File: src/hw/rtl/vicbf_pkg.sv
`default_nettype none

package vicbf_pkg;

    localparam int COUNTERS   = 4096;
    localparam int CNT_W      = 8;
    localparam int IDX_W      = $clog2(COUNTERS);
    localparam int MAX_HASHES = 4;
    localparam int SEL_W      = $clog2(MAX_HASHES);
    localparam int NFUNC_W    = 3;
    localparam int LEXP_W     = 3;
    localparam int LEXP_MIN   = 1;
    localparam int LEXP_MAX   = 5;
    localparam int INC_W      = LEXP_MAX + 1;
    localparam int HASH_W     = 64;
    localparam int CFG_IDX_W  = 2;
    localparam int CFG_DATA_W = 3;

    localparam logic [NFUNC_W-1:0] HASHES_RESET = NFUNC_W'(4);
    localparam logic [LEXP_W-1:0]  LEXP_RESET   = LEXP_W'(2);

    localparam logic [CFG_IDX_W-1:0] CFG_HASHES_USED    = CFG_IDX_W'(0);
    localparam logic [CFG_IDX_W-1:0] CFG_LEVEL_EXPONENT = CFG_IDX_W'(1);

    localparam logic [1:0] OP_INSERT = 2'd0;
    localparam logic [1:0] OP_LOOKUP = 2'd1;
    localparam logic [1:0] OP_REMOVE = 2'd2;
    localparam logic [1:0] OP_NONE   = 2'd3;

    typedef struct packed {
        logic [1:0]        func;
        logic [HASH_W-1:0] f_hash_0;
        logic [HASH_W-1:0] f_hash_1;
        logic [HASH_W-1:0] f_hash_2;
        logic [HASH_W-1:0] f_hash_3;
        logic [HASH_W-1:0] g_hash_0;
        logic [HASH_W-1:0] g_hash_1;
        logic [HASH_W-1:0] g_hash_2;
        logic [HASH_W-1:0] g_hash_3;
    } t_in;

    typedef struct packed {
        logic found;
        logic overflow_seen;
        logic underflow_seen;
    } t_res;

    // controller to datapath
    typedef struct packed {
        logic             capture;
        logic             clr;
        logic [IDX_W-1:0] clr_addr;
        logic             ex;
        logic             upd;
        logic [SEL_W-1:0] sel;
        logic             emit;
    } t_cmd;

    // datapath to controller
    typedef struct packed {
        logic [1:0]         op;
        logic [NFUNC_W-1:0] nfunc;
        logic               miss;
    } t_sts;

endpackage

`default_nettype wire

File: src/hw/rtl/vicbf_ctrl.sv
`default_nettype none

module vicbf_ctrl (
    input  wire logic            i_clk,
    input  wire logic            i_rst_n,
    input  wire logic            i_start,
    output logic                 o_busy,
    output vicbf_pkg::t_cmd      o_cmd,
    input  wire vicbf_pkg::t_sts i_sts
);
    import vicbf_pkg::*;

    typedef enum logic [2:0] {
        ST_CLEAR,
        ST_IDLE,
        ST_PLAN,
        ST_READ,
        ST_EXEC,
        ST_TURN,
        ST_DONE
    } t_state;

    t_state           r_state;
    logic [IDX_W-1:0] r_clr_addr;
    logic [SEL_W-1:0] r_sel;
    logic             r_upd;
    logic             w_last;

    assign w_last = ({1'b0, r_sel} == (i_sts.nfunc - NFUNC_W'(1)));

    always_ff @(posedge i_clk) begin
        if (!i_rst_n) begin
            r_state    <= ST_CLEAR;
            r_clr_addr <= '0;
            r_sel      <= '0;
            r_upd      <= 1'b0;
        end else begin
            unique case (r_state)
                ST_CLEAR: begin
                    r_clr_addr <= r_clr_addr + IDX_W'(1);
                    if (r_clr_addr == IDX_W'(COUNTERS - 1)) begin
                        r_state <= ST_IDLE;
                    end
                end
                ST_IDLE: begin
                    if (i_start) begin
                        r_state <= ST_PLAN;
                    end
                end
                ST_PLAN: begin
                    r_sel <= '0;
                    r_upd <= (i_sts.op == OP_INSERT);
                    if ((i_sts.nfunc == '0) || (i_sts.op == OP_NONE)) begin
                        r_state <= ST_DONE;
                    end else begin
                        r_state <= ST_READ;
                    end
                end
                ST_READ: begin
                    r_state <= ST_EXEC;
                end
                ST_EXEC: begin
                    if (w_last) begin
                        r_state <= ST_TURN;
                    end else begin
                        r_sel   <= r_sel + SEL_W'(1);
                        r_state <= ST_READ;
                    end
                end
                ST_TURN: begin
                    // a remove whose check pass found the key goes on to decrement
                    if (!r_upd && (i_sts.op == OP_REMOVE) && !i_sts.miss) begin
                        r_upd   <= 1'b1;
                        r_sel   <= '0;
                        r_state <= ST_READ;
                    end else begin
                        r_state <= ST_DONE;
                    end
                end
                ST_DONE: begin
                    r_state <= ST_IDLE;
                end
                default: begin
                    r_state <= ST_IDLE;
                end
            endcase
        end
    end

    assign o_busy         = (r_state != ST_IDLE);
    assign o_cmd.capture  = (r_state == ST_IDLE) && i_start;
    assign o_cmd.clr      = (r_state == ST_CLEAR);
    assign o_cmd.clr_addr = r_clr_addr;
    assign o_cmd.ex       = (r_state == ST_EXEC);
    assign o_cmd.upd      = r_upd;
    assign o_cmd.sel      = r_sel;
    assign o_cmd.emit     = (r_state == ST_DONE);

endmodule

`default_nettype wire

File: config.mk
export PLATFORM = sky130hd
export DESIGN_NAME = vicbf_ctrl
export DESIGN_NICKNAME = d
export VERILOG_FILES = /design/src/hw/rtl/vicbf_pkg.sv /design/src/hw/rtl/vicbf_ctrl.sv
export SDC_FILE = /design/constraint.sdc
export NUM_CORES = 1
export LEC_CHECK = 0
export CAP_MARGIN = 25
export CORE_MARGIN = 2
export CORE_UTILIZATION = 35
export CTS_BUF_LIST = sky130_fd_sc_hd__clkbuf_16
export CTS_CLUSTER_SIZE = 24
export DETAILED_ROUTE_END_ITERATION = 10
export DONT_BUFFER_PORTS = 1
export MAX_ROUTING_LAYER = met4
export PLACE_DENSITY = 0.51
export RECOVER_POWER = 50
export SLEW_MARGIN = 20
export SYNTH_ARGS = -nofsm -noshare
export SYNTH_HDL_FRONTEND = slang
export SYNTH_SLANG_ARGS = --single-unit
File: constraint.sdc
create_clock -name i_clk -period 1.9 [get_ports i_clk]
set_clock_uncertainty 0.1 [all_clocks]
set_input_delay 0.19 -clock i_clk [delete_from_list [all_inputs] [get_ports i_clk]]
set_output_delay 0.19 -clock i_clk [all_outputs]
set_load 0.02 [all_outputs]
---- Word level (Yosys, flattened, before mapping) ----
Index checks and enable logic that the tools add are counted.
word-level totals
  register bits ........................... 18
  input bits .............................. 9
  output and inout port bits .............. 20
  word-level logic and storage cells ...... 47
operators by class
  $add $sub $neg .......................... 3
  equality and inequality tests ........... 15
  muxes and demuxes ....................... 11
  reductions and logical operators ........ 14
operators with widths
  operator               count
  $pmux 3 s6             1
  $mux 3                 5
  $add 12x1->12 const B  1
  $eq 12x12->1 const B   1
  $eq 3x3->1 const B     3
  $eq 3x2->1 const B     2
  $logic_not 3->1        2
  $ne 2x2->1 const B     3
  $pmux 2 s3             1
  $eq 2x2->1 const B     2
  $mux 2                 2
  $reduce_and 2->1       2
  $eq 2x3->1             1
  $eq 3x1->1 const B     1
  $logic_and 1x1->1      3
  $ne 3x1->1 const B     1
  $reduce_and 3->1       1
  $reduce_bool 3->1      1
  $sub 3x1->3 const B    1
  $add 2x1->2 const B    1
  $logic_not 1->1        2
  $logic_not 2->1        1
  $ne 2x1->1 const B     1
  $pmux 1 s2             1
  other kinds (3)        3

---- Logic depth before layout (Yosys ltp) ----
Gate-level depths: netlist of the first run.
  depth after elaboration ................. 5
  gate-level depth with buffers ........... 7
  depth with buffers taken out ............ 6

---- Least setup slack after synthesis of the first run ----
OpenSTA, ideal clock, no wires.
  path type ............................... reg2reg
  start ................................... reg r_state[1]
  end ..................................... reg r_clr_addr[11]
  setup time .............................. 70 ps
  arrival ................................. 1,619 ps
  required time ........................... 1,730 ps
  path slack .............................. 111 ps
  stages on the path, launching flop included .. 8
  clock period less this slack ............ 1,789 ps
  cells stage by stage .................... dfxtp_1 > buf_6 > or3_4 > buf_6 > clkinv_4 > nand2_4 > or4_1 > a21oi_1
RTL lines
  what                    RTL line          source
  from (decl)             vicbf_ctrl.sv:23  t_state r_state;
  from (signal assigned)  vicbf_ctrl.sv:33  r_state <= ST_CLEAR;
  from (signal assigned)  vicbf_ctrl.sv:42  r_state <= ST_IDLE;
  from (signal assigned)  vicbf_ctrl.sv:47  r_state <= ST_PLAN;
  to (signal assigned)    vicbf_ctrl.sv:40  r_clr_addr <= r_clr_addr + IDX_W'(1);
  to (decl)               vicbf_ctrl.sv:24  logic [IDX_W-1:0] r_clr_addr;

==> results.toml, run 1 <==
[cells_and_area]
drive_gt1_share_pct = 8.39
nNetsFinal = 157
syn2layout_area_growth_pct = 15.5
insertedDiodeCount = 0
fin_area_um2 = 1200

[sta]
setup_tns_ps = 0
fin_crit_sh_pct = 93.0
finalSetupViolations = 0
fmax_ghz = 0.566
fin_crit_ps = 1770
whs_ps = 10.1
hold_viol = 0
rsz0062_at_grt = "no"
final_max_slew_viol_count = 0
slew-limit-headroom_pct = 69.7
worstMarginPinSlew_ps = 450

[global_route]
grt-ovfl-total = 0
grt_pass1_wl_um = 4210
track_usage_pct = 16.3
grt_max_degree = 15
grt_pass1_vias = 902
grt_antenna_before_repair = 0

[critical_path]
required_ps = 1610
end_kind = "output port"
startpoint_type = "flip-flop"
worst-path-max-fanout = 11
critPathKind = "flip-flop to output port"
worstPathArrival_ps = 1480

[clock_network]
cts_buffer_depth = 2
postCtsSetupBuffers = 0
cts-root-buf = "clkbuf_16"
cts_inserted_buffers = 3
worstSkewPairLatency_ps = 240
clk_pin_slew_ps = 50
cts.sinks = 18
cts_tree = "yes"
h-tree-depth = 1

[logic_synthesis]
syn_nets = 139
ys_types = 38
synth_edf_count = 0
mappedNetlistArea_um2 = 1040
yosysWarnings = 0
ys_seq_area_share_pct = 34.7
ys_async_sr_fraction_pct = 0
ys.flop_type = "dfxtp_1"
synth_seq_cells = 18
netlist_instances = 127
syn_avg_cell_area_um2 = 8.19

[die]
die_x_um = 58.5
die_area_um2 = 3420
placementRows = 19
coreArea_um2 = 2780
start_util_pct = 37.4
ios = 29
die_h_um = 58.5

[power_and_ir_drop]
leakage_uw = 0.000440
vdd_drop_max_mv = 0.621
p_per_area_nw_per_um2 = 879

[detailed_routing]
detail_route.wirelength_um = 2360
drt_first_pass_iters = 4
wire_per_inst_um = 13.5
post-route-drc-count = 0
vias = 927
viasPerCell = 5.33
antenna_left = 0
drtIter0Drc = 34

[placement]
place_area_um2 = 1170
io_buffers = 0
dp_hpwl_um = 1800
finalWeightedCongestion = 0.767

[run_status]
outcome = "complete, no violations"

[flow_run]
maxCapViolCount = 0

[worst_hold_path]
hold_path_class = "primary input to flip-flop"
path summary, 6_finish.rpt:
| path | slack [ps] | startpoint | cells past startpoint | to |
|---|---|---|---|---|
| max | 130 | r_state[0] | 4 | o_cmd[18] |
| min reg2reg | 410 | r_clr_addr[1] | 2 | r_clr_addr[1] |
| min | 10 | i_rst_n | 2 | r_sel[1] |
| max reg2reg | 140 | r_state[1] | 5 | r_clr_addr[11] |
per-stage QoR:
stage	total power, µW	instances	worst slack [ps]	util (%)
floorplan	613	127	111	-
global placement	668	170	212	42.2
detailed placement	668	170	164	42.2
CTS	1080	174	124	45.2
global route	1120	174	43.2	43.2
finish	1060	174	133	43.2
cell type report:
cell class              instances  area, µm²
inverters                      10       42.5
fillers                       323       1580
flip-flops and latches         18        360
clock buffers                   3       75.1
multi-input cells              93        596
repair buffers                 19       88.8
well taps                      31       38.8
cells in the mapped netlist (4+ instances only):
library cell | number | area (µm²)
xnor2_1 | 9 | 78.8
dfxtp_1 | 18 | 360
nand3_1 | 6 | 30.0
nand2b_1 | 5 | 31.3
o21ai_0 | 4 | 20.0
nor2_1 | 15 | 56.3
xor2_1 | 4 | 35.0
inv_1 | 9 | 33.8
nand2_1 | 11 | 41.3
nor4_1 | 5 | 31.3
state kept, by name, indices dropped and copies added (netlist names):
name	cells
r_state	3
r_upd	1
r_sel	2
r_clr_addr	12
cells by family (layout without fill, tap and decap cells):
| group | after synthesis | in the layout | share of synthesized area [%] |
|---|---|---|---|
| xor gates and xnor gates | 13 | 13 | 11.0 |
| AOI/OAI and AO/OA | 18 | 18 | 12.3 |
| DFF | 18 | 18 | 34.7 |
| buffers and inverters | 16 | 32 | 8.06 |
| muxes | 1 | 1 | 0.963 |
| and+or+nand+nor | 58 | 58 | 29.5 |
| adders and majority gates | 3 | 3 | 3.61 |
power breakdown:
group          total (µW)  switching, µW  leakage, µW  internal [µW]
clock                 408            131    0.0000370            276
combinational         219            139     0.000257           80.3
sequential            429           25.8     0.000146            403
total                1060            296     0.000440            760
cells in the final DEF, fill, tap and decap left out, drive strengths merged:
cell	synthesis	routed
clkinv	1	1
ha	3	3
o21a	2	2
a21oi	3	3
o31ai	1	1
a31oi	1	1
nand4	3	3
mux2i	1	1
nand2b	5	5
nand3	6	6
a222oi	1	1
nor4b	1	1
and3	1	1
xnor2	9	9
o41ai	2	2
nor3b	1	1
a21o	1	1
and2b	2	2
xor2	4	4
clkbuf	3	18
o221a	1	1
nor3	2	2
and2	1	1
inv	9	9
or2	1	1
buf	3	3
or4	1	1
nor2	15	15
nand2	12	12
nor4	5	5
o21ai	4	4
or3	2	2
a221oi	1	1
dlygate4sd3	0	1
dfxtp	18	18
o2111ai	1	1
critical path, cell delays in order, from the launching register on:
cell	delay [ps]
dfxtp_1	340
buf_4	180
and2b_1	180
nand2b_1	180
nor2_1	350
what timing repair did:
item | 4_1_cts | 5_1_grt
resized for setup | 0 | 0
endpoints found under the hold margin | 2 | 0
hold buffers | 1 | 0
layer usage:
layer / vias to the layer above / part of all wire, % / wire length (µm) / global-route usage, %
met4: 0 / 0.72 / 17 / 3.99
met3: 2 / 5.3 / 126 / 3.74
met2: 19 / 44 / 1030 / 23.6
met5: - / 0 / 0 / -
li1: 473 / - / - / -
met1: 433 / 50 / 1180 / 22.9
Note: power is estimated with default switching activity, not from simulation.
==> inputs of run 2 (changes only) <==
--- a/config.mk
+++ b/config.mk
@@ -9,11 +9,11 @@
 export CORE_MARGIN = 2
 export CORE_UTILIZATION = 35
 export CTS_BUF_LIST = sky130_fd_sc_hd__clkbuf_16
-export CTS_CLUSTER_SIZE = 24
+export CTS_CLUSTER_SIZE = 25
 export DETAILED_ROUTE_END_ITERATION = 10
 export DONT_BUFFER_PORTS = 1
 export MAX_ROUTING_LAYER = met4
-export PLACE_DENSITY = 0.51
+export PLACE_DENSITY = 0.49
 export RECOVER_POWER = 50
 export SLEW_MARGIN = 20
 export SYNTH_ARGS = -nofsm -noshare
==> constraint.sdc (replaced) <==
create_clock -name i_clk -period 2.2 [get_ports i_clk]
set_clock_uncertainty 0.1 [all_clocks]
set_input_delay 0.22 -clock i_clk [delete_from_list [all_inputs] [get_ports i_clk]]
set_output_delay 0.22 -clock i_clk [all_outputs]
set_load 0.02 [all_outputs]
==> results.toml, run 2 (synthesis gave the netlist of run 1 again) <==
[critical_path]
worst-path-max-fanout = 12
critPathKind = "flip-flop to flip-flop"
startpoint_type = "flip-flop"
crit_chain = "or3_1 > clkinv_4 > nand2_4 > or4_1 > a21oi_1"
r2r_slack_ps = 220
max_stage_delay_ps = 570
required_ps = 2280
worstPathArrival_ps = 2060
end_kind = "flip-flop"
slowest_stage = "or3_1"

[sta]
fin_crit_ps = 1980
fin_crit_sh_pct = 90.2
final_max_slew_viol_count = 0
worstMarginPinSlew_ps = 464
rsz0062_at_grt = "no"
finalSetupViolations = 0
hold_viol = 0
setup_tns_ps = 0
slew-limit-headroom_pct = 68.8
fmax_ghz = 0.504

[placement]
placed_cells = 158
io_buffers = 0
place_area_um2 = 1080
dp_hpwl_um = 1680
finalWeightedCongestion = 0.828

[die]
placementRows = 19
coreArea_um2 = 2780
ios = 29
start_util_pct = 37.4
die_h_um = 58.5
die_x_um = 58.5
die_area_um2 = 3420

[clock_network]
worstSkewPairLatency_ps = 250
postCtsSetupBuffers = 0
cts_tree = "yes"
ctsResizeCount = 0
cts_buffer_depth = 2
cts_inserted_buffers = 3
h-tree-depth = 1
clk_pin_slew_ps = 50
cts-root-buf = "clkbuf_16"
hold_buffers = 1
cts.sinks = 18

[power_and_ir_drop]
p_per_area_nw_per_um2 = 787
vdd_drop_max_mv = 0.584
p_total_uw = 900
leakage_uw = 0.000417

[detailed_routing]
viasPerCell = 5.26
post-route-drc-count = 0
drtIter0Drc = 15
antenna_left = 0
vias = 858
detail_route.wirelength_um = 2160
wire_per_inst_um = 13.2
drt_first_pass_iters = 4

[global_route]
grt_max_degree = 15
grt_pass1_vias = 807
track_usage_pct = 14.5
grt-ovfl-total = 0
grt_pass1_wl_um = 3770
grt_antenna_before_repair = 0

[cells_and_area]
nNetsFinal = 145
n_fill_cell = 306
insertedDiodeCount = 0
final_common_cell = "dfxtp_1"
largest-register = "r_clr_addr"
drive_gt1_share_pct = 6.06
mostFrequentLayoutCells = "dfxtp_1 (18), nor2_1 (15), nand2_1 (11)"
stdcell_count = 163
reg_top3 = "r_clr_addr x12, r_state x3, r_sel x2"
largest_reg_flops = 12
syn2layout_area_growth_pct = 9.99
fin_area_um2 = 1140

[flow_run]
maxCapViolCount = 0

[run_status]
outcome = "complete, no violations"

[worst_hold_path]
hold_path_class = "primary input to flip-flop"
## run 2: cell count changes in the layout (fill, tap and decap cells not counted)
cell      previous run  this run
or3_1                1         2
clkinv_1             0         1
clkbuf_1            15         6
or3_4                1         0
buf_4                3         0
## run 2: where the power goes
| part | leakage, µW | internal (µW) | switching, µW |
|---|---|---|---|
| combinational | 0.000233 | 51.9 | 87.9 |
| clock | 0.0000385 | 242 | 124 |
| sequential | 0.000146 | 348 | 47.1 |
| total | 0.000417 | 641 | 259 |
## run 2: critical path: cells and delay by family (launching register included)
family / cells / cell delay (ps)
AO/OA/AOI/OAI: 1 / 140
buffers and inverters: 1 / 160
flip-flops: 1 / 420
AND/OR/NAND/NOR: 3 / 1090
## run 2: per-layer routing
metal	track usage, %	share of wire [%]	vias to the layer above	wire length [µm]
met3	5.93	6.1	2	132
met5	-	0	-	0
met4	1.99	0.56	0	12
li1	-	-	446	-
met2	20.5	44	21	951
met1	19.7	49	389	1060
## run 2: stage by stage
step | worst slack (ps) | utilization, % | hold slack (ps)
6_report | 216 | 41.1 | 28.5
5_1_grt | 107 | 41.1 | 41.9
4_1_cts | 295 | 42.1 | 28.9
3_5_place_dp | 351 | 38.9 | 243
3_3_place_gp | 369 | 38.9 | 242
2_1_floorplan | 411 | - | 237
## run 2: path summary, 6_finish.rpt
check / start / end / cells past startpoint
setup / recovery: r_state[0] / r_clr_addr[11] / 5
hold / removal: i_rst_n / r_sel[1] / 2
setup reg to reg: r_state[0] / r_clr_addr[11] / 5
hold reg to reg: r_clr_addr[11] / r_clr_addr[11] / 2
## run 2: layout make-up
class,count,area [µm²],area share [%]
Clock inverter,1,3.75,0.328
Timing Repair Buffer,7,32.5,2.84
Clock buffer,3,75.1,6.56
Inverter,10,42.5,3.72
Multi-Input combinational cell,93,591,51.6
Sequential cell,18,360,31.5
Tap cell,31,38.8,3.39
